[config.mk]
export PLATFORM = sky130hd
export DESIGN_NAME = adt_ram
export DESIGN_NICKNAME = d
export VERILOG_FILES = /design/src/design/adt_ram.sv
export SDC_FILE = /design/constraint.sdc
export NUM_CORES = 1
export LEC_CHECK = 0
export BUFFER_PORTS_ARGS = -buffer_cell sky130_fd_sc_hd__clkbuf_2
export CAP_MARGIN = 10
export CORE_ASPECT_RATIO = 0.7
export CORE_MARGIN = 5
export CORE_UTILIZATION = 56
export DETAILED_ROUTE_END_ITERATION = 10
export HOLD_SLACK_MARGIN = 0.12
export PLACE_DENSITY = 0.72
export SYNTH_ARGS = -nofsm -noshare
export SYNTH_HDL_FRONTEND = slang
export SYNTH_SLANG_ARGS = --single-unit
[constraint.sdc]
create_clock -name clk -period 1.9 [get_ports clk]
set_input_delay 0.095 -clock clk [delete_from_list [all_inputs] [get_ports clk]]
set_output_delay 0.095 -clock clk [all_outputs]
set_load 0.01 [all_outputs]
[src/design/adt_ram.sv]
// Generic single-port-write, single-port-read RAM with registered read data.
module adt_ram #(
    parameter int WIDTH = 8,
    parameter int DEPTH = 64,
    parameter int AW    = (DEPTH > 1) ? $clog2(DEPTH) : 1
) (
    input  logic             clk,
    input  logic             wr_en,
    input  logic [AW-1:0]    wr_addr,
    input  logic [WIDTH-1:0] wr_data,
    input  logic             rd_en,
    input  logic [AW-1:0]    rd_addr,
    output logic [WIDTH-1:0] rd_data
);

    logic [WIDTH-1:0] mem_reg [DEPTH];
    logic [WIDTH-1:0] rd_data_reg;

    // Write port.
    always_ff @(posedge clk)
    begin
        if (wr_en)
        begin
            mem_reg[wr_addr] <= wr_data;
        end
    end

    // Registered read port.
    always_ff @(posedge clk)
    begin
        if (rd_en)
        begin
            rd_data_reg <= mem_reg[rd_addr];
        end
    end

    assign rd_data = rd_data_reg;

endmodule

# Word-level counts from Yosys, hierarchy flattened
# Memories as Yosys holds them, arrays and structs flattened. A register that Yosys moved wholly into a read port is not among the register bits.
# Cells that the tools add are included.
[totals]
register_bits = 0
ram_bits = 512
inputBits = 23
output_inout_bits = 8
word_cells = 3
memories = 1
[classes]
muxes = 2
[memory_table]
columns = ["memory", "depth", "word_bits", "read_ports", "rd_clocked_by_memory_dff", "wr", "line_no", "rtl"]
rows = [
  ["mem_reg", 64, 8, 1, 1, 1, "16", "logic [WIDTH-1:0] mem_reg [DEPTH];"],
]
[ops]
columns = ["operator", "n"]
rows = [
  ["$mux W1", 2],
]

# Logic depth before layout (Yosys ltp)
[depth]
ltp_word = 2
ltp_mapped = 9
depth_no_buf = 5

# Least setup slack after synthesis
# OpenSTA, ideal clock, no wires.
[synth_timing]
kind = "input to register"
start = "input rd_addr[1]"
end = "register rd_data_reg[3], in the netlist rd_data[3], read port of mem_reg, data pin"
setup_time_ns = 0.266
t_arrival_ns = 1.635
t_required_ns = 1.634
setup_slack_ns = -0.001
path_stages = 7
n_path_buf = 3
cell_sequence = "buf_4 > buf_2 > buf_2 > mux4_2 > mux4_2 > o21ai_1 > o41ai_1"
[synth_lines]
columns = ["element", "line_no", "rtl"]
rows = [
  ["from (decl)", "12", "input logic [AW-1:0] rd_addr,"],
  ["to (decl)", "17", "logic [WIDTH-1:0] rd_data_reg;"],
]

==> flow_summary_export.csv <==
group,metric,value,unit
run_status,status,"complete, but fails checks",
run_status,violations,"negative setup slack",
grt,first_global_vias,10345,
finish,fin_area,23800,µm²
critical_path,crit_fanout,1,
clock_network,h-tree-depth,2,
timing,setup-tns-final,-0.130,ns
clock_network,post_cts_buffers,0,
timing,fin_ws,-0.0471,ns
timing,clock_skew,0.0172,ns
critical_path,worstPathArrival,2.27,ns
floorplanning,core_area,35800,µm²
critical_path,cp_slowest_cell,"mux4_2",
clock_network,cts_made_buffers,47,
critical_path,crit_cells,5,
clock_network,clkTransAtPathRegs,0.07,ns
grt,grt_max_degree,65,
detailed_routing,drt_iter0_markers,1364,
place,dpl-instance-area,22100,µm²
place,gp_congestion,0.847,
timing,post-route-period-util,1.02,
clock_network,cts_tree,"yes",
place,dpl.hpwl,29600,µm
synth,synthCells,940,
hold_path,worstHoldPathType,"in -> reg",
finish,antennaDiodeCount,0,
synth,synth_edf_count,520,
floorplanning,io_pins,31,
timing,hold_viol,0,
timing,setup_viol,4,
hold_path,hold_end,"mem_reg[48][1]",
critical_path,r2r_slack,-0.05,ns
power_and_ir_drop,cellLeakagePower,7.77,nW
timing,worst_slew_pin_slew,0.737,ns
critical_path,critPathKind,"reg -> reg",
place,io_buffers,30,
grt,antenna_found_initial,1,
finish,final_nets,1152,
critical_path,end_kind,"flip-flop",
detailed_routing,wl_per_cell,28.2,µm
synth,ys_warn_count,0,
floorplanning,die_area,40100,µm²
detailed_routing,firstDrtPassIters,7,
synth,postSynthAreaPerCell,21.5,µm²
hold_path,hold_start,"wr_addr[1]",
critical_path,required,2.22,ns
synth,synthTopCellsByArea,"edfxtp_1 (77%), mux4_2 (14%), nor2_1 (1.5%)",
grt,grt_pass1_wl,69200,µm
finish,drive_above_1_share,0.355,
synth,yosysSeqAreaShare,0.771,
detailed_routing,ant_nets,0,
critical_path,worst_r2r_endpoint,"rd_data[2]",
timing,rsz0062_at_grt,"yes",
timing,period_minus_slack,1.95,ns
detailed_routing,vias,10274,
synth,synth.most_common_cell,"edfxtp_1",
hold_path,hold_depth,3,
critical_path,path_buf_inv,0,
synth,synth_cell_types,39,
finish,fill_cells,2250,
timing,relSlewSlack,0.508,
floorplanning,die_w,237,µm
critical_path,regToRegStartpoint,"mem_reg[13][2]",
timing,slew_violations,0,
place,dp.cells,1553,
finish,layout.cells.non_filler,1645,
floorplanning,die_h,169,µm
synth,yosys-top-cells-count,"edfxtp_1 (520), mux4_2 (126), nor2_1 (83)",
finish,syn2layout_area_growth,17.6,%
clock_network,cts_sinks,520,
detailed_routing,dr_wl_met3,4670,µm
critical_path,crit_path_start_kind,"flip-flop",
synth,netlist_area,20200,µm²
job,cap_violations,0,
synth,synth_ff_type,"edfxtp_1",
detailed_routing,highest_layer,"met4",
critical_path,crit_top_cell,"mux4_2",
clock_network,clock_latency,0.56,ns
place,place_ws,-0.439,ns
timing,fmax,0.514,GHz
synth,synth.top_cell.area_share,0.771,
finish,largest_reg_flops,512,
synth,synth_seq_cells,520,
power_and_ir_drop,powerDensity,974,nW/µm²
synth,synthArstFlopShare,0,
clock_network,cts_root_buf,"clkbuf_16",
floorplanning,num_rows,58,
synth,syn-num-nets,963,
detailed_routing,finalWirelength,46400,µm
critical_path,max_stage_delay,0.49,ns
clock_network,ctsLongestPathBuffers,3,
floorplanning,initial_core_util,0.566,
synth,yosysTopAreaCell,"edfxtp_1",
grt,grt_overflow,0,
detailed_routing,drc,0,
detailed_routing,met1_length,19700,µm
power_and_ir_drop,ir_drop,0.000776,V
grt,track_usage,0.236,
critical_path,worstRegToRegCells,5,
critical_path,cp_cell_sequence,"mux4_2 > mux4_2 > nor2_2 > nor3_2 > o2bb2ai_4",
critical_path,cp_top_family,"multiplexers",
detailed_routing,post_drt_via_cell_ratio,6.25,
detailed_routing,dr_wl_met2,21000,µm
## worst min-delay path, cell delays in order
cell and delay [ns]:
clkbuf_2 0.20, nor3_1 0.08, buf_4 0.18
## cell type report
type / instances / area [µm²] / share of cell area
multi-input cells: 369 / 4490 / 0.189
well taps: 480 / 601 / 0.0252
repair buffers: 191 / 1660 / 0.0696
clock inverters: 28 / 196 / 0.00825
clock buffers: 57 / 1260 / 0.0528
flip-flops and latches: 520 / 15600 / 0.656
## layout by cell type (no fill, tap or decap), drive strengths merged, types with 3 or more instances in the layout
master,count
edfxtp,520
buf,156
mux4,126
clkbuf,85
nor2,83
mux2i,23
clkinv,21
nand2,19
nor2b,14
nand3,13
mux2,13
o221ai,8
o22ai,8
nand2b,7
dlygate4sd3,7
nor3,7
a221oi,6
clkinvlp,5
a211oi,4
o21ai,4
nand3b,3
a21oi,3
a22oi,3
o2111ai,3
o2bb2ai,3
## power by group
part | internal, mW | switching, mW | leakage [nW] | total [mW]
Clock | 4.99 | 4.05 | 0.706 | 9.03
Combinational | 0.616 | 0.791 | 2.37 | 1.41
Sequential | 12.7 | 0.0386 | 4.69 | 12.8
Total | 18.3 | 4.87 | 7.77 | 23.2
## per-layer routing
metal	track usage	vias up
met2	0.344	551
met1	0.372	5336
li1	-	4312
met4	0.0582	0
met5	0	-
met3	0.0536	75
## kinds of logic after synthesis
kind of cell           synth area share
muxes                             0.159
buffers and inverters            0.0156
and+or+nand+nor                  0.0337
DFF                               0.771
AOI/OAI and AO/OA                0.0206
## what timing repair did
item	CTS	global route
hold endpoints to repair	392	0
gates resized for setup	22	14
pin swaps	6	5
hold buffers	7	0
endpoints found under the setup margin	7	8
## worst max path at each step
stage,from,to,slack [ns]
after floorplan,rd_addr[0],rd_data[3],0.03
after global placement,rd_addr[0],rd_data[4],-0.43
after detailed placement,rd_addr[0],rd_data[4],-0.44
after CTS,mem_reg[28][6],rd_data[6],-0.03
after global routing,mem_reg[45][2],rd_data[2],-0.09
final,mem_reg[13][2],rd_data[2],-0.05
## through the flow
step	power (mW)	util	hold slack, ns
2_1_floorplan	13.7	-	0.194
3_3_place_gp	14.3	0.618	0.522
3_5_place_dp	14.3	0.618	0.530
4_1_cts	23.3	0.664	0.143
5_1_grt	24.0	0.666	0.182
6_report	23.2	0.666	0.170
(Power assumes the default switching activity.)
