File: src/design/adt_pkg.sv
// Shared types, codes and sizes of the aging device table.
package adt_pkg;

    // Table size and the index and count widths that follow from it.
    localparam int CAPACITY = 64;
    localparam int IDX_W    = (CAPACITY > 1) ? $clog2(CAPACITY) : 1;
    localparam int CNT_W    = $clog2(CAPACITY + 1);

    // Fixed field widths of the item ports.
    localparam int ADDR_W   = 48;
    localparam int TIME_W   = 32;
    localparam int RIDX_W   = 6;
    localparam int FCNT_W   = 7;
    localparam int WIDE_W   = (CNT_W > RIDX_W) ? CNT_W : RIDX_W;

    // Timeout after reset, in milliseconds.
    localparam logic [TIME_W-1:0] DEFAULT_TIMEOUT = TIME_W'(30000);

    typedef enum logic [1:0] {
        ACT_OBSERVE = 2'd0,
        ACT_SWEEP   = 2'd1,
        ACT_CLEAR   = 2'd2,
        ACT_READ    = 2'd3
    } action_t;

    typedef enum logic [2:0] {
        STAT_UPDATED      = 3'd0,
        STAT_INSERTED     = 3'd1,
        STAT_FULL_DROPPED = 3'd2,
        STAT_IGNORED      = 3'd3,
        STAT_SWEPT        = 3'd4,
        STAT_CLEARED      = 3'd5,
        STAT_READ_OK      = 3'd6,
        STAT_READ_INVALID = 3'd7
    } status_t;

    typedef enum logic [1:0] {
        ST_IDLE,
        ST_SCAN,
        ST_RDWAIT,
        ST_DONE
    } state_t;

    // One table entry as stored in the slot memory.
    typedef struct packed {
        logic [ADDR_W-1:0] address;
        logic [1:0]        address_type;
        logic signed [7:0] signal_strength;
        logic [3:0]        pattern;
        logic [TIME_W-1:0] seen_ms;
    } slot_t;

    localparam int SLOT_W = $bits(slot_t);

    // Access to the slot memory from the sequencer.
    typedef struct packed {
        logic             wr_en;
        logic [IDX_W-1:0] wr_addr;
        slot_t            wr_data;
        logic             rd_en;
        logic [IDX_W-1:0] rd_addr;
    } ram_req_t;

    // Verdict of the compare unit on one entry.
    typedef struct packed {
        logic match;
        logic expired;
    } cmp_res_t;

    // One finished result.
    typedef struct packed {
        status_t          status;
        logic [CNT_W-1:0] entry_count;
        logic [CNT_W-1:0] removed_count;
        slot_t            entry;
    } res_t;

endpackage

File: src/design/adt_cmp.sv
// Shared compare unit: address match and wrapped age against the timeout.
module adt_cmp (
    input  adt_pkg::slot_t                 entry,
    input  logic [adt_pkg::ADDR_W-1:0]     key_address,
    input  logic [adt_pkg::TIME_W-1:0]     now_ms,
    input  logic [adt_pkg::TIME_W-1:0]     timeout_ms,
    output adt_pkg::cmp_res_t              result
);

    import adt_pkg::*;

    logic [TIME_W-1:0] age;

    // Age wraps modulo 2^32, so a plain subtract is exact.
    assign age            = now_ms - entry.seen_ms;
    assign result.match   = (entry.address == key_address);
    assign result.expired = (age > timeout_ms);

endmodule

File: src/design/adt_ctrl.sv
// Sequencer that walks the slot memory one entry per cycle for observe and sweep.
module adt_ctrl (
    input  logic                          clk,
    input  logic                          rst_n,
    input  logic                          in_valid,
    output logic                          in_stall,
    input  logic [1:0]                    action,
    input  logic [adt_pkg::ADDR_W-1:0]    address,
    input  logic [1:0]                    address_type,
    input  logic signed [7:0]             signal_strength,
    input  logic [3:0]                    pattern_index,
    input  logic [adt_pkg::TIME_W-1:0]    now_ms,
    input  logic [adt_pkg::RIDX_W-1:0]    read_index,
    input  logic [adt_pkg::TIME_W-1:0]    timeout_ms,
    input  logic                          out_free,
    output logic                          res_valid,
    output adt_pkg::res_t                 res,
    output adt_pkg::ram_req_t             ram_req,
    input  adt_pkg::slot_t                ram_rdata
);

    import adt_pkg::*;

    state_t            state_reg, state_next;
    logic [CNT_W-1:0]  count_reg, count_next;
    logic [CNT_W-1:0]  rd_idx_reg, rd_idx_next;
    logic              cmp_valid_reg, cmp_valid_next;
    logic [IDX_W-1:0]  cmp_idx_reg, cmp_idx_next;
    logic [CNT_W-1:0]  keep_reg, keep_next;
    logic [CNT_W-1:0]  removed_reg, removed_next;
    status_t           status_reg, status_next;
    slot_t             entry_reg, entry_next;

    action_t           action_reg, action_next;
    logic [ADDR_W-1:0] addr_reg, addr_next;
    logic [1:0]        atype_reg, atype_next;
    logic signed [7:0] rssi_reg, rssi_next;
    logic [3:0]        pat_reg, pat_next;
    logic [TIME_W-1:0] now_reg, now_next;

    action_t           in_action;
    logic              ridx_ok;
    logic              issue;
    logic              scan_hit;
    slot_t             upd_slot;
    slot_t             new_slot;
    cmp_res_t          cmp;

    // Shared compare unit, fed with the entry read in the previous cycle.
    adt_cmp u_cmp (
        .entry       (ram_rdata),
        .key_address (addr_reg),
        .now_ms      (now_reg),
        .timeout_ms  (timeout_ms),
        .result      (cmp)
    );

    // Decode of the incoming item and of the scan position.
    assign in_action = action_t'(action);
    assign ridx_ok   = (WIDE_W'(read_index) < WIDE_W'(count_reg));
    assign issue     = (rd_idx_reg < count_reg);
    assign scan_hit  = cmp_valid_reg && (action_reg == ACT_OBSERVE) && cmp.match;
    assign in_stall  = (state_reg != ST_IDLE);

    // Refreshed entry keeps its address type and pattern.
    always_comb
    begin
        upd_slot                 = ram_rdata;
        upd_slot.signal_strength = rssi_reg;
        upd_slot.seen_ms         = now_reg;
    end

    assign new_slot = '{address: addr_reg, address_type: atype_reg,
                        signal_strength: rssi_reg, pattern: pat_reg,
                        seen_ms: now_reg};

    // Next state.
    always_comb
    begin
        state_next = state_reg;
        unique case (state_reg)
            ST_IDLE:
            begin
                if (in_valid)
                begin
                    unique case (in_action)
                        ACT_OBSERVE:
                            state_next = (pattern_index == 4'd0) ? ST_DONE : ST_SCAN;
                        ACT_SWEEP:
                            state_next = ST_SCAN;
                        ACT_CLEAR:
                            state_next = ST_DONE;
                        ACT_READ:
                            state_next = ridx_ok ? ST_RDWAIT : ST_DONE;
                    endcase
                end
            end
            ST_SCAN:
            begin
                if (scan_hit || (!cmp_valid_reg && !issue))
                begin
                    state_next = ST_DONE;
                end
            end
            ST_RDWAIT:
                state_next = ST_DONE;
            ST_DONE:
            begin
                if (out_free)
                begin
                    state_next = ST_IDLE;
                end
            end
        endcase
    end

    // Datapath, memory access and result.
    always_comb
    begin
        count_next     = count_reg;
        rd_idx_next    = rd_idx_reg;
        cmp_valid_next = cmp_valid_reg;
        cmp_idx_next   = cmp_idx_reg;
        keep_next      = keep_reg;
        removed_next   = removed_reg;
        status_next    = status_reg;
        entry_next     = entry_reg;
        action_next    = action_reg;
        addr_next      = addr_reg;
        atype_next     = atype_reg;
        rssi_next      = rssi_reg;
        pat_next       = pat_reg;
        now_next       = now_reg;
        ram_req        = '0;
        res_valid      = 1'b0;
        res            = '{status: status_reg, entry_count: count_reg,
                           removed_count: removed_reg, entry: entry_reg};

        unique case (state_reg)
            ST_IDLE:
            begin
                if (in_valid)
                begin
                    action_next    = in_action;
                    addr_next      = address;
                    atype_next     = address_type;
                    rssi_next      = signal_strength;
                    pat_next       = pattern_index;
                    now_next       = now_ms;
                    rd_idx_next    = '0;
                    cmp_valid_next = 1'b0;
                    keep_next      = '0;
                    removed_next   = '0;
                    entry_next     = '0;
                    unique case (in_action)
                        ACT_OBSERVE:
                            status_next = STAT_IGNORED;
                        ACT_SWEEP:
                            status_next = STAT_SWEPT;
                        ACT_CLEAR:
                        begin
                            count_next  = '0;
                            status_next = STAT_CLEARED;
                        end
                        ACT_READ:
                        begin
                            status_next     = STAT_READ_INVALID;
                            ram_req.rd_en   = ridx_ok;
                            ram_req.rd_addr = IDX_W'(read_index);
                        end
                    endcase
                end
            end
            ST_SCAN:
            begin
                // Issue the next read while the previous entry is compared.
                ram_req.rd_en   = issue;
                ram_req.rd_addr = rd_idx_reg[IDX_W-1:0];
                cmp_valid_next  = issue;
                cmp_idx_next    = rd_idx_reg[IDX_W-1:0];
                if (issue)
                begin
                    rd_idx_next = CNT_W'(rd_idx_reg + 1'b1);
                end

                if (cmp_valid_reg)
                begin
                    if (action_reg == ACT_OBSERVE)
                    begin
                        if (cmp.match)
                        begin
                            ram_req.wr_en   = 1'b1;
                            ram_req.wr_addr = cmp_idx_reg;
                            ram_req.wr_data = upd_slot;
                            status_next     = STAT_UPDATED;
                        end
                    end
                    else if (cmp.expired)
                    begin
                        removed_next = CNT_W'(removed_reg + 1'b1);
                    end
                    else
                    begin
                        // Survivor moves down to close any gap.
                        ram_req.wr_en   = 1'b1;
                        ram_req.wr_addr = keep_reg[IDX_W-1:0];
                        ram_req.wr_data = ram_rdata;
                        keep_next       = CNT_W'(keep_reg + 1'b1);
                    end
                end
                else if (!issue)
                begin
                    // Scan finished with nothing in flight.
                    if (action_reg == ACT_OBSERVE)
                    begin
                        if (count_reg < CNT_W'(CAPACITY))
                        begin
                            ram_req.wr_en   = 1'b1;
                            ram_req.wr_addr = count_reg[IDX_W-1:0];
                            ram_req.wr_data = new_slot;
                            count_next      = CNT_W'(count_reg + 1'b1);
                            status_next     = STAT_INSERTED;
                        end
                        else
                        begin
                            status_next = STAT_FULL_DROPPED;
                        end
                    end
                    else
                    begin
                        count_next  = keep_reg;
                        status_next = STAT_SWEPT;
                    end
                end
            end
            ST_RDWAIT:
            begin
                entry_next  = ram_rdata;
                status_next = STAT_READ_OK;
            end
            ST_DONE:
                res_valid = out_free;
        endcase
    end

    // Control registers.
    always_ff @(posedge clk or negedge rst_n)
    begin
        if (!rst_n)
        begin
            state_reg     <= ST_IDLE;
            count_reg     <= '0;
            rd_idx_reg    <= '0;
            cmp_valid_reg <= 1'b0;
            keep_reg      <= '0;
            removed_reg   <= '0;
            action_reg    <= ACT_OBSERVE;
        end
        else
        begin
            state_reg     <= state_next;
            count_reg     <= count_next;
            rd_idx_reg    <= rd_idx_next;
            cmp_valid_reg <= cmp_valid_next;
            keep_reg      <= keep_next;
            removed_reg   <= removed_next;
            action_reg    <= action_next;
        end
    end

    // Payload registers.
    always_ff @(posedge clk)
    begin
        cmp_idx_reg <= cmp_idx_next;
        status_reg  <= status_next;
        entry_reg   <= entry_next;
        addr_reg    <= addr_next;
        atype_reg   <= atype_next;
        rssi_reg    <= rssi_next;
        pat_reg     <= pat_next;
        now_reg     <= now_next;
    end

endmodule
File: config.mk
export PLATFORM = sky130hd
export DESIGN_NAME = adt_ctrl
export DESIGN_NICKNAME = d
export VERILOG_FILES = /design/src/design/adt_pkg.sv /design/src/design/adt_cmp.sv /design/src/design/adt_ctrl.sv
export SDC_FILE = /design/constraint.sdc
export NUM_CORES = 1
export LEC_CHECK = 0
export ABC_AREA = 1
export ABC_CLOCK_PERIOD_IN_PS = 7800
export BUFFER_PORTS_ARGS = -buffer_cell sky130_fd_sc_hd__buf_2
export CORE_MARGIN = 3
export CORE_UTILIZATION = 36
export DETAILED_ROUTE_END_ITERATION = 6
export PLACE_DENSITY_LB_ADDON = 0.1
export SLEW_MARGIN = 5
export SYNTH_ARGS = -nofsm -noshare
export SYNTH_HDL_FRONTEND = slang
export SYNTH_SLANG_ARGS = --single-unit
File: constraint.sdc
create_clock -name clk -period 7.8 [get_ports clk]
set_input_delay 0.39 -clock clk [delete_from_list [all_inputs] [get_ports clk]]
set_output_delay 0.39 -clock clk [all_outputs]
set_load 0.05 [all_outputs]
## Yosys cells after proc, flatten, opt, wreduce, memory -nomap -nowiden

Cells that the tools add are included.
W data, S select, Z words.

| storage, ports and cells | value |
|---|---|
| bits of input ports | 232 |
| bits in registers | 230 |
| logic and storage cells | 123 |
| output and inout bits | 221 |

| cells by class | value |
|---|---|
| magnitude comparators | 4 |
| equal/unequal tests | 22 |
| multiplexer cells | 50 |
| reductions and logical operators | 23 |
| add/sub/neg operators | 5 |

Operators by type and width:

| cell | number |
|---|---|
| $mux W101 | 8 |
| $pmux W94 S2 | 1 |
| $mux W7 | 16 |
| $mux W94 | 1 |
| $pmux W7 S2 | 5 |
| $eq A48 B48 Y1 | 1 |
| $gt A32 B32 Y1 | 1 |
| $sub A32 B32 Y32 | 1 |
| $add A7 B1 Y7 const B | 4 |
| $ne A2 B2 Y1 const B | 10 |
| $mux W3 | 6 |
| $pmux W2 S4 | 2 |
| $reduce_and A5 Y1 | 3 |
| $ne A3 B3 Y1 const B | 4 |
| $pmux W3 S4 | 1 |
| $mux W2 | 5 |
| $pmux W3 S3 | 1 |
| $eq A2 B2 Y1 const B | 4 |
| $lt A6 B7 Y1 | 1 |
| $lt A7 B7 Y1 | 1 |
| $lt A7 B7 Y1 const B | 1 |
| $logic_not A2 Y1 | 3 |
| $reduce_and A2 Y1 | 3 |
| $reduce_and A3 Y1 | 2 |
| other kinds (11) | 19 |

## Depth between registers and ports, before layout

Gate-level depths: netlist of run 1.

| logic depth | value |
|---|---|
| word-level depth | 6 |
| mapped depth | 27 |
| gate-level depth less buffers | 27 |

## By module

A second synthesis of run 1 with hierarchy kept.

| second synthesis, totals | value |
|---|---|
| cell total of the unflattened synthesis | 1,868 |
| area, all modules | 14,814.2 µm² |

By module, submodules not included:

| module | seq. area each (µm²) | area an instance (µm²) | times used | cells each |
|---|---|---|---|---|
| adt_ctrl | 6,741.5 | 10,905.5 | 1 | 1,118 |
| adt_cmp | 0.0 | 3,908.7 | 1 | 750 |

## Worst setup path after synthesis of run 1

Ideal clock, no wire load.

| path | value |
|---|---|
| path type | register to output |
| start point | register now_reg[0] |
| end point | output port ram_req[100] (netlist name) |
| data required time | 7.410 ns |
| buffers on the path | 1 |
| cell stages (with the launch flop) | 22 |
| data arrival time | 4.188 ns |
| slack | 3.222 ns |
| path through | edfxtp_1 -> inv_1 -> ha_1 -> inv_1 -> fa_1 -> nand3_1 -> nand2_1 -> a21oi_1 -> o21ai_1 -> a21oi_1 -> o21ai_0 -> nand2_1 -> nand2_1 -> ha_1 -> nand4_1 -> nor3_2 -> and3_1 -> nand3b_1 -> nand3_2 -> nand3_4 -> clkbuf_2 -> o21ai_0 |

RTL lines:

| what | line | text |
|---|---|---|
| start: declaration | adt_ctrl.sv:39 | `logic [TIME_W-1:0] now_reg, now_next;` |
| start signal: assignment | adt_ctrl.sv:281 | `now_reg <= now_next;` |
| end: declaration | adt_ctrl.sv:18 | `output adt_pkg::ram_req_t ram_req,` |

==> impl.org, run 1 <==
** Synth
- Net Count, Synth :: 2,092
- Post-synthesis async set-or-reset flop share :: 14.3%
- Fraction of the mapped netlist area in adder cells :: 7.57%
- In this run, synthesis produced a sequential element count of 230.
- Synthesis produced 1,772 cells.
- Summed over its instances, the top area cell type makes up 40.4% of the synthesized netlist area.
- Commonest cells in the netlist :: sky130_fd_sc_hd__nand2_1, sky130_fd_sc_hd__inv_1, sky130_fd_sc_hd__edfxtp_1
- After Yosys synthesis, and, or, nand and nor cells account for 19.7% of the synthesized area.
- The number of different library cells used by synthesis comes to 50.
- Number of warnings printed during yosys synthesis :: 0
- Fraction of synthesized cell area in xor and xnor cells :: 4.67%
- Dominant register cell in the synthesized netlist :: sky130_fd_sc_hd__edfxtp_1
- Top post-synthesis cells by area :: sky130_fd_sc_hd__edfxtp_1, sky130_fd_sc_hd__nand2_1, sky130_fd_sc_hd__inv_1
- Sequential element share of the synthesized area :: 46.0%
- EDFF count, synth :: 197
- The synthesized netlist occupies a cell area of 14,600 µm².
- Mean area per synthesized cell :: 8.26 µm²
- The synthesized netlist devotes 11.3% of its cell area to compound gates.
- Yosys instantiated no cell more often than sky130_fd_sc_hd__nand2_1.
- sky130_fd_sc_hd__edfxtp_1 takes more of the synthesized area than any other cell.
- By area, the combinational part of the netlist is dominated by simple AND/OR/NAND/NOR gates.
- Share of cell area taken by muxes after synthesis :: 0%

** Drt
- Uppermost layer routed :: met5
- Number of optimization iterations in the first detailed-route pass :: 5
- Number of DRC violations after detailed routing :: 0
- After detailed routing, the total wire length is 51,900 µm.
- Wire length on met2 :: 25,000 µm
- Number of routed nets with antenna violations :: 0
- Average wire length per cell after detail routing :: 18.4 µm
- Total via count after detailed routing :: 13.6k
- Routed met3 length :: 2910 µm
- In this run, the number of DRC markers left after iteration 0 of detailed routing was 999.
- In the final routing, the length of wire on met1 measures 22,600 µm.
- Dividing the detail-routed via count by the number of cells gives 4.82.

** Place
- Detailed placement ended at an HPWL of 39,200 µm.
- Quantity of I/O buffers inserted on ports :: 452
- The congestion estimate from routability-driven global placement came to 0.917.
- After detailed placement, the design holds a cell count of 2,701.

** Critical path
- Kind of start point of the critical path :: flop
- Measured in cells, the most critical reg-to-reg path has a length of 23.
- Type of the worst setup path :: flop to output port
- Critical Path RT :: 7.41 ns
- STA classifies the critical path endpoint as an output port.
- Crit path max fanout :: 57
- Arrival time reported for the critical path endpoint :: 5.63 ns

** Floorplan
- 453 I/O pins were placed.
- The die is 208 µm wide.
- Initial standard-cell utilization of the core :: 36.7%
- Die ar. :: 43,100 µm²
- The core region is 39,900 µm².
- The die is 208 µm tall.
- Row count :: 73

** Clocking
- Clock buffers created by TritonCTS :: 28
- CTS clk-pin slew, worst paths :: 0.06 ns
- Clock Tree Buf Depth :: 3
- Count of buffers added by post-CTS timing repair for setup :: 0
- For the worst-skew pair, the clock arrives at the later sink with an insertion delay of 0.55 ns.
- TritonCTS clock tree :: built
- In this run the clock root is driven by a sky130_fd_sc_hd__clkbuf_16.
- CTS built an H-tree with a depth of 1.
- CTS sink count :: 230

** Finish
- Seq. cell area :: 6740 µm²
- Max FFs per register :: 94
- Synth-to-layout area growth :: 29.2%
- Net count of the finished layout :: 2,587
- The multi-input combinational cells in the finished layout cover a total of 6370 µm².
- For this run, the number of standard cells in the final layout without fillers is 2,818.
- Share of final-layout standard cells stronger than drive strength 1 :: 24.2%
- Count of fill cells added during filler insertion :: 3,989

** Timing
- Highest clock frequency the design can meet :: 0.166 GHz
- Time the final worst path needs with I/O delays and setup :: 6.02 ns
- Max_slew headroom :: 21.8%
- At the pin with the least slew margin, the transition time is 1.17 ns.
- Number of hold violations in the final report :: 0
- Post-Route Setup TNS :: 0 ns
- After layout, the worst path uses 77.2% of the clock period.
- Across the routed clock network, the largest skew measured is 0.0106 ns.
- Setup repair after global routing left no endpoint under its margin.
- Setup violations remaining at the end of the flow were counted as 0.
- Final Max Tran Viols :: 0

** GRT
- The number of antenna violations at the first check in global routing is 7.
- Global-route wire length before repair :: 78,700 µm
- GRT Total Usage :: 23.1%
- The via count of the first global-routing pass is 13.3k.
- Largest net degree at the start of global routing :: 73
- Overflow after GRT :: 0

** Power
- The worst-case IR drop observed on VDD is 254 µV.
- For this design the static power due to leakage is 9.91 nW.
- Power spread over the standard cell area amounts to 373 nW/µm².

** Worst hold path
- Count of cells along the worst hold path :: 1
- The min-delay analysis places its worst path in the category input pin to flop.

** Run status
- Outcome :: finished clean

** Flow run
- Number of max-cap violations :: 0
worst paths after layout:
| path | endpoint | from | slack, ns |
|---|---|---|---|
| max in group asynchronous | count_reg[1]$_DFFE_PN0P_ | rst_n | 6.77 |
| max reg2reg | keep_reg[6]$_DFFE_PN0P_ | now_reg[0]$_DFFE_PP_ | 3.02 |
| max | ram_req[99] | now_reg[0]$_DFFE_PP_ | 1.78 |
| min reg2reg | action_reg[1]$_DFFE_PN0P_ | action_reg[1]$_DFFE_PN0P_ | 0.48 |
| min | addr_reg[32]$_DFFE_PP_ | address[32] | 0.02 |
| min in group asynchronous | removed_reg[3]$_DFFE_PN0P_ | rst_n | 0.49 |
layer usage:
metal / global-route usage (%) / up-vias
met3: 3.90 / 71
li1: - / 6708
met5: 0 / -
met2: 39.4 / 438
met4: 6.42 / 2
met1: 30.4 / 6370
final cells by class:
class	count	area share, %
Tap cell	525	3.47
Sequential cell	230	35.6
Clock inverter	14	0.708
Clock buffer	37	4.05
Timing Repair Buffer	519	15.4
Inverter	351	6.98
Multi-Input combinational cell	1137	33.7
Antenna cell	5	0.0661
report_power, final:
part | leakage [nW] | total, mW | switching, mW | internal, mW
sequential | 2.33 | 2.00 | 0.158 | 1.84
combinational | 7.14 | 3.76 | 2.91 | 0.854
clock | 0.437 | 1.29 | 0.512 | 0.780
total | 9.91 | 7.05 | 3.58 | 3.47
logic make-up (layout without fill, tap and decap cells):
logic type | after synthesis | in the layout
flip-flops | 230 | 230
AO/OA/AOI/OAI | 291 | 291
buffers and inverters | 405 | 921
AND/OR/NAND/NOR | 680 | 680
other | 0 | 5
XOR/XNOR | 78 | 78
adder cells (fa/ha/maj) | 88 | 88
critical path, cell delays in order (launching register included):
cell	delay, ns
sky130_fd_sc_hd__edfxtp_1	0.36
sky130_fd_sc_hd__inv_1	0.09
sky130_fd_sc_hd__ha_1	0.15
sky130_fd_sc_hd__inv_1	0.06
sky130_fd_sc_hd__fa_1	0.40
sky130_fd_sc_hd__nand3_1	0.09
sky130_fd_sc_hd__nand2_1	0.11
sky130_fd_sc_hd__a21oi_1	0.32
sky130_fd_sc_hd__o21ai_1	0.25
sky130_fd_sc_hd__a21oi_1	0.29
sky130_fd_sc_hd__o21ai_0	0.11
sky130_fd_sc_hd__nand2_1	0.06
sky130_fd_sc_hd__nand2_1	0.05
sky130_fd_sc_hd__ha_1	0.29
sky130_fd_sc_hd__nand4_1	0.10
sky130_fd_sc_hd__nor3_2	0.14
sky130_fd_sc_hd__and3_1	0.20
sky130_fd_sc_hd__nand3b_1	0.15
sky130_fd_sc_hd__nand3_2	0.25
sky130_fd_sc_hd__nand3_4	0.72
sky130_fd_sc_hd__o21ai_0	0.48
sky130_fd_sc_hd__buf_2	0.33
through the flow:
stage               power [mW]  worst slack, ns  hold slack [ns]  area, µm²  util (%)
floorplan                 4.74             3.22           0.0944      14600         -
global placement          5.75             2.32            0.463      17400      43.6
detailed placement        5.78             2.23            0.474      17400      43.6
CTS                       7.13             1.72         0.000311      18900      47.4
global route              7.48             1.18         0.000511      18900      47.4
finish                    7.05             1.78           0.0214      18900      47.4
cells in the final DEF (no fill, tap or decap), types with 29 or more instances in the layout:
cell type,netlist,routed
sky130_fd_sc_hd__clkbuf_16,0,29
sky130_fd_sc_hd__nand3_1,52,52
sky130_fd_sc_hd__a21oi_1,65,65
sky130_fd_sc_hd__edfxtp_1,197,197
sky130_fd_sc_hd__buf_2,9,452
sky130_fd_sc_hd__o21ai_2,31,31
sky130_fd_sc_hd__xnor2_1,49,49
sky130_fd_sc_hd__inv_1,345,345
sky130_fd_sc_hd__ha_1,87,86
sky130_fd_sc_hd__dfrtp_1,33,33
sky130_fd_sc_hd__o21ai_0,155,155
sky130_fd_sc_hd__nand2_1,448,446
sky130_fd_sc_hd__nor2_1,86,84
sky130_fd_sc_hd__dlygate4sd3_1,0,61
sky130_fd_sc_hd__and3_1,41,41
sky130_fd_sc_hd__xor2_1,29,29
timing repair:
item,CTS,global route
hold buffers,61,0
endpoints found under the hold margin,93,0
gates resized for setup,0,0
No activity file was read; power rests on OpenSTA's default activity.
==> inputs of run 2 (changes only) <==
--- a/config.mk
+++ b/config.mk
@@ -6,7 +6,7 @@
 export NUM_CORES = 1
 export LEC_CHECK = 0
 export ABC_AREA = 1
-export ABC_CLOCK_PERIOD_IN_PS = 7800
+export ABC_CLOCK_PERIOD_IN_PS = 5300
 export BUFFER_PORTS_ARGS = -buffer_cell sky130_fd_sc_hd__buf_2
 export CORE_MARGIN = 3
 export CORE_UTILIZATION = 36
==> constraint.sdc (replaced) <==
create_clock -name clk -period 5.3 [get_ports clk]
set_input_delay 0.265 -clock clk [delete_from_list [all_inputs] [get_ports clk]]
set_output_delay 0.265 -clock clk [all_outputs]
set_load 0.05 [all_outputs]
==> impl.org, run 2 (synthesis gave the netlist of run 1 again) <==
** Timing
- Headroom to the max-slew limit came out at 18.0%.
- Final Max Tran Viols :: 0
- Worst hold-check slack :: 0.0275 ns
- The hold violation count in the final report came to 0.
- Dividing the final minimum period by the clock period gives 94.4%.
- Worst Clk Skew :: 0.00991 ns
- Setup violations, final :: 0
- Time the final worst path needs with I/O delays and setup :: 5.00 ns
- Setup repair after global routing missed its margin :: yes
- Crit path setup slack, layout :: 0.298 ns
- At the pin with the least slew margin, the transition time is 1.23 ns.
- Based on the critical path, the design can be clocked at up to 0.200 GHz.

** Finish
- From synthesis to final layout, the design area changed by 35.6%.
- Share of final-layout standard cells stronger than drive strength 1 :: 24.4%
- In the layout the commonest cells are sky130_fd_sc_hd__nand2_1, sky130_fd_sc_hd__buf_2, sky130_fd_sc_hd__inv_1.
- Utilization of the core after routing :: 49.8%
- For this run, the post-layout net count is 2,661.
- Max FFs per register :: 94
- Leading cell type in the layout, fill and taps excluded :: sky130_fd_sc_hd__nand2_1

** GRT
- For this run, global-route usage on met1 was measured as 31.8%.
- Via count of the first global-routing pass :: 14.1k
- For met3 alone, demand over resource in global routing was 3.82%.
- Entering global routing, the biggest net connects 77 pins.
- The number of antenna violations at the first check in global routing was 4.
- Global routing finished with a remaining overflow of 0.
- Global routing consumed, on the met2 layer, 41.4% of the routing resources.
- Highest-utilization routing layer at the global route stage :: met2
- The first global-routing pass estimated 82,400 µm of wire.
- For this run, the total global-route usage over all layers was measured as 24.1%.

** Critical path
- Traced cell by cell, the critical path runs through ha_1 -> a21oi_1 -> nand2_1 -> a21oi_1 -> o21ai_0 -> buf_4 -> nand2_1 -> nand2_1 -> nand3_1 -> nand2_1 -> xor2_1 -> ha_1 -> nand2_1 -> nor3_2 -> and3_1 -> nand3b_1 -> nand3_4 -> nand3_4 -> buf_12 -> o21ai_0 -> buf_4.
- Arrival time reported for the critical path endpoint :: 4.74 ns
- Slowest-stage cell, CP :: sky130_fd_sc_hd__edfxtp_1
- Stage delay of the slowest cell on the critical path :: 0.42 ns
- Critical Path RT :: 5.04 ns
- The worst setup path is launched from a flop.
- Element type at the critical path end :: output port
- Most numerous cell on the critical path :: sky130_fd_sc_hd__nand2_1
- The critical path is of the flop to output port type.
- Crit path max fanout :: 24

** Place
- Quantity of I/O buffers inserted on ports :: 452
- HPWL Detailed :: 40,500 µm
- Timing analysis after detailed placement gives a worst setup slack of 0.444 ns.
- Global placer's final weighted congestion :: 0.902

** Flow run
- Number of max-cap violations :: 0

** Clocking
- In this run the number of H-tree levels came out at 1.
- No sink is reached through more buffers than the 3 on the longest clock path.
- Clock buffers created by TritonCTS :: 28
- Clock tree synthesis selected as its root buffer the cell sky130_fd_sc_hd__clkbuf_16.
- Clock latency on the worst-skew pair, taken at its later pin, is 0.55 ns.
- After clock tree synthesis, the clock-pin slew on the worst setup and hold paths is 0.06 ns.
- TritonCTS clock tree :: built
- CTS sink count :: 230

** Power
- Maximum ir drop on the vdd rail :: 397 µV
- Leakage :: 10.3 nW
- Power consumption :: 10.7 mW
- Power spread over the standard cell area amounts to 541 nW/µm².

** Worst hold path
- The worst hold path belongs to the class input pin to flop.

** Floorplan
- Row count :: 73
- The initial utilization of the core area, before any placement, comes to 36.7%.
- Vertical die dimension :: 208 µm
- Die ar. :: 43,100 µm²
- Measured along the x axis, the die boundary spans 208 µm.
- Core region area :: 39,900 µm²
- Number of top-level design ports :: 453

** Drt
- Routed vias/inst :: 4.88
- Number of routed nets with antenna violations :: 0
- Aggregate routed wire length :: 53,900 µm
- Across all layers, the routed design uses 14.1k vias.
- Number of DRC markers in iteration 0 :: 1,070
- Number of DRC violations after detailed routing :: 0
- The first detailed-routing pass took 5 iterations.
- Dividing the detail-routed wire length by the instance count gives 18.7 µm.

** Run status
- Outcome :: finished clean
-- run 2: cell types whose count changed in the layout (fill, tap and decap cells not counted), sizes merged --
cell         delta
bufinv          +3
diode           -1
clkinv          -1
buf             +7
dlygate4sd3    +61
clkbuf          +3
-- run 2: worst paths after layout --
kind	endpoint	slack, ns	from	depth (start not counted)
worst min register to register	action_reg[1]$_DFFE_PN0P_	0.49	action_reg[1]$_DFFE_PN0P_	2
worst max-delay path	ram_req[51]	0.30	now_reg[6]$_DFFE_PP_	21
worst max register to register	keep_reg[2]$_DFFE_PN0P_	1.11	now_reg[6]$_DFFE_PP_	23
worst min-delay path	res[73]$_SDFFCE_PN0P_	0.03	ram_rdata[73]	3
min in group asynchronous	removed_reg[6]$_DFFE_PN0P_	0.35	rst_n	2
max in group asynchronous	keep_reg[3]$_DFFE_PN0P_	4.42	rst_n	2
-- run 2: cell type report --
cell class	count	area (µm²)
inverter	351	1320
antenna	4	10.0
multi-input combinational	1137	6420
clock inverter	16	225
tap	525	657
timing repair buffer	593	3720
sequential	230	6740
fill	3886	20100
clock buffer	34	774
-- run 2: repair_timing --
item / 4_1_cts / 5_1_grt
pin swaps: 0 / 5
resized for setup: 6 / 51
hold endpoints to repair: 154 / 0
endpoints found under the setup margin: 54 / 88
buffers inserted: 0 / 6
hold buffers: 122 / 0
-- run 2: layer usage --
| layer | vias up | wire length (µm) |
|---|---|---|
| li1 | 6848 | - |
| met1 | 6697 | 23300 |
| met2 | 481 | 26200 |
| met3 | 74 | 3100 |
| met4 | 0 | 1380 |
| met5 | - | 0 |
-- run 2: power by group --
| group | internal, mW | leakage (nW) | switching (mW) |
|---|---|---|---|
| Combinational | 1.37 | 7.47 | 4.35 |
| Sequential | 2.71 | 2.33 | 0.230 |
| Clock | 1.32 | 0.489 | 0.770 |
-- run 2: critical path, delay by kind of cell, from the launching register on --
| family | cells | cell delay (ns) |
|---|---|---|
| adders and majority gates | 2 | 0.67 |
| buffers and inverters | 3 | 0.59 |
| AOI/OAI and AO/OA | 4 | 0.81 |
| and+or+nand+nor | 11 | 1.48 |
| xor gates and xnor gates | 1 | 0.16 |
| DFF | 1 | 0.42 |
-- run 2: stage by stage --
step           cells  cell area (µm²)  setup TNS [ns]
2_1_floorplan   1772            14600               0
3_3_place_gp    2708            17500               0
3_5_place_dp    2708            17500               0
4_1_cts         2880            19700               0
5_1_grt         2890            19900          -0.359
6_report        2890            19900               0
==> inputs of run 3 (changes only) <==
--- a/config.mk
+++ b/config.mk
@@ -6,10 +6,11 @@
 export NUM_CORES = 1
 export LEC_CHECK = 0
 export ABC_AREA = 1
-export ABC_CLOCK_PERIOD_IN_PS = 5300
+export ABC_CLOCK_PERIOD_IN_PS = 6400
 export BUFFER_PORTS_ARGS = -buffer_cell sky130_fd_sc_hd__buf_2
 export CORE_MARGIN = 3
 export CORE_UTILIZATION = 36
+export CTS_BUF_LIST = sky130_fd_sc_hd__clkbuf_8
 export DETAILED_ROUTE_END_ITERATION = 6
 export PLACE_DENSITY_LB_ADDON = 0.1
 export SLEW_MARGIN = 5
==> constraint.sdc (replaced) <==
create_clock -name clk -period 6.4 [get_ports clk]
set_input_delay 0.32 -clock clk [delete_from_list [all_inputs] [get_ports clk]]
set_output_delay 0.32 -clock clk [all_outputs]
set_load 0.05 [all_outputs]
==> impl.org, run 3 (synthesis gave the netlist of run 1 again) <==
** Critical path
- Type of the worst setup path :: flop to output port
- Crit path max fanout :: 37
- Arrival time reported for the critical path endpoint :: 5.50 ns
- Critical Path RT :: 6.08 ns
- STA classifies the critical path startpoint as a flop.
- Element type at the critical path end :: output port

** Drt
- In this run, the number of DRC markers left after iteration 0 of detailed routing was 919.
- Number of DRC violations after detailed routing :: 0
- Number of routed nets with antenna violations :: 0
- For this run, the detailed router's first-pass iteration total came to 5.
- For this block, the routed nets add up to 54,200 µm of wire.
- In the final routed layout, each cell accounts on average for 18.4 µm.
- Routed vias/inst :: 4.85
- The detailed router placed 14.3k vias in this run.

** Timing
- On the final layout, the worst clock skew is 0.0362 ns.
- Transition at the pin with the smallest max-transition slack :: 1.17 ns
- The worst path in the final design needs a cycle of 5.82 ns, including I/O delays and setup.
- Based on the critical path, the design can be clocked at up to 0.172 GHz.
- Setup repair after global routing left no endpoint under its margin.
- Post-Route Setup TNS :: 0 ns
- Max_slew headroom :: 21.6%
- The hold violation count in the final report was 0.
- Final Max Tran Viols :: 0
- In the finished design, the share of the clock period the worst path needs comes to 90.9%.
- Worst hold-check slack :: 0.0487 ns
- The worst path meets setup with 0.579 ns of slack.
- Setup violations remaining at the end of the flow were counted as 0.

** Clocking
- Count of buffers added by post-CTS timing repair for setup :: 0
- TritonCTS built the clock tree.
- For this design, the sink count on the clock tree is 230.
- Clock-pin slew was measured on the worst setup and hold paths at 0.06 ns.
- Clock latency on the worst-skew pair, taken at its later pin, is 0.60 ns.
- Clock buffers created by TritonCTS :: 43
- The cell sitting at the root of the clock tree is a sky130_fd_sc_hd__clkbuf_8.
- The longest clock path from root to sink contains 3 buffers.
- The H-tree generated during clock tree synthesis spans 2 levels.

** GRT
- Global-route wire length before repair :: 82,100 µm
- The total overflow left after global routing is 0.
- Across every metal layer, demand over resource in global routing totals 24.2%.
- Via count of the first global-routing pass :: 14.4k
- The number of antenna violations at the first check in global routing came to 5.
- Entering global routing, the biggest net connects 78 pins.

** Finish
- For this run, the post-layout net count is 2,700.
- Leading cell type in the layout, fill and taps excluded :: sky130_fd_sc_hd__buf_2
- The filler cells instantiated in the layout total 3,939.
- Design area :: 19,800 µm²
- The register with the most flip-flops in the layout has 94 of them.
- Commonest cells after routing, fill and taps aside :: sky130_fd_sc_hd__buf_2, sky130_fd_sc_hd__nand2_1, sky130_fd_sc_hd__inv_1
- Summing all multi-input logic gate instances after layout gives 6370 µm².
- Share of final-layout standard cells stronger than drive strength 1 :: 23.8%
- The area growth from synthesis to layout is 35.0%.
- Non-filler instance count after layout :: 2,941
- Registers take 6740 µm².
- Utilization of the core after routing :: 49.5%

** Floorplan
- Number of top-level design ports :: 453
- Vertical die dimension :: 208 µm
- Die Span X :: 208 µm
- Row count :: 73
- Initial standard-cell utilization of the core :: 36.7%
- Die ar. :: 43,100 µm²
- After floorplanning, the core was sized to cover 39,900 µm².

** Place
- Quantity of I/O buffers inserted on ports :: 452
- Routability-driven placement finished with a final weighted congestion of 0.900.
- At the placement stage, the worst setup path has a slack of 1.23 ns.
- HPWL Detailed :: 40,200 µm
- Once placement completed, the tool counted placed cells totaling 2,707.
- Summing all placed instances gives a cell area of 17,400 µm².

** Power
- Maximum ir drop on the vdd rail :: 219 µV
- Power consumption :: 8.46 mW
- The analysis attributes to cell leakage a power of 10.4 nW.
- Power spread over the standard cell area amounts to 428 nW/µm².

** Flow run
- The tool flagged a number of max-cap violations equal to 0.

** Run status
- Outcome :: finished clean

** Worst hold path
- The worst hold path belongs to the class input pin to flop.
run 3: worst max-delay path, cell delays in order (launching register included):
cell and delay, ns:
sky130_fd_sc_hd__edfxtp_1 0.36, sky130_fd_sc_hd__inv_1 0.10, sky130_fd_sc_hd__ha_1 0.15, sky130_fd_sc_hd__inv_1 0.06, sky130_fd_sc_hd__fa_1 0.40, sky130_fd_sc_hd__nand3_1 0.09
sky130_fd_sc_hd__nand2_1 0.11, sky130_fd_sc_hd__a21oi_1 0.31, sky130_fd_sc_hd__o21ai_1 0.24, sky130_fd_sc_hd__a21oi_1 0.29, sky130_fd_sc_hd__o21ai_0 0.13, sky130_fd_sc_hd__nand2_1 0.07
sky130_fd_sc_hd__nand2_1 0.06, sky130_fd_sc_hd__ha_1 0.30, sky130_fd_sc_hd__nand4_1 0.10, sky130_fd_sc_hd__nor3_2 0.15, sky130_fd_sc_hd__and3_1 0.20, sky130_fd_sc_hd__nand2_1 0.06
sky130_fd_sc_hd__nand2_1 0.10, sky130_fd_sc_hd__nand3_2 0.25, sky130_fd_sc_hd__nand3_4 0.34, sky130_fd_sc_hd__buf_4 0.55, sky130_fd_sc_hd__o21ai_0 0.17, sky130_fd_sc_hd__buf_2 0.24
run 3: final cells by class:
cell class	count	area share [%]
Antenna cell	4	0.0506
Clock buffer	48	3.34
Clock inverter	29	0.639
Inverter	351	6.68
Multi-Input combinational cell	1137	32.2
Sequential cell	230	34.1
Tap cell	525	3.32
Timing Repair Buffer	617	19.6
run 3: worst paths after layout:
| check | start | end | slack [ns] | depth (start not counted) |
|---|---|---|---|---|
| setup / recovery | now_reg[0]$_DFFE_PP_ | ram_req[51] | 0.58 | 23 |
| hold / removal | ram_rdata[85] | res[85]$_SDFFCE_PN0P_ | 0.05 | 3 |
| setup reg to reg | now_reg[0]$_DFFE_PP_ | keep_reg[3]$_DFFE_PN0P_ | 1.83 | 23 |
| hold reg to reg | action_reg[1]$_DFFE_PN0P_ | action_reg[1]$_DFFE_PN0P_ | 0.48 | 2 |
| max in group asynchronous | rst_n | state_reg[0]$_DFFE_PN0P_ | 5.48 | 2 |
| min in group asynchronous | rst_n | rd_idx_reg[3]$_DFFE_PN0P_ | 0.37 | 2 |
run 3: per-layer routing:
layer / GRT usage (%) / part of all wire (%) / vias up
li1: - / - / 6937
met1: 31.2 / 43 / 6720
met2: 41.1 / 48 / 505
met3: 4.23 / 6.2 / 92
met4: 8.65 / 2.8 / 0
met5: 0 / 0 / -
run 3: repair_timing:
action	CTS	global route
hold endpoints to repair	185	0
hold buffers	153	0
resized for setup	0	0
run 3: where the power goes:
group          switching [mW]  internal, mW
combinational            3.59          1.09
clock                   0.654         0.688
sequential              0.195          2.24
total                    4.44          4.02
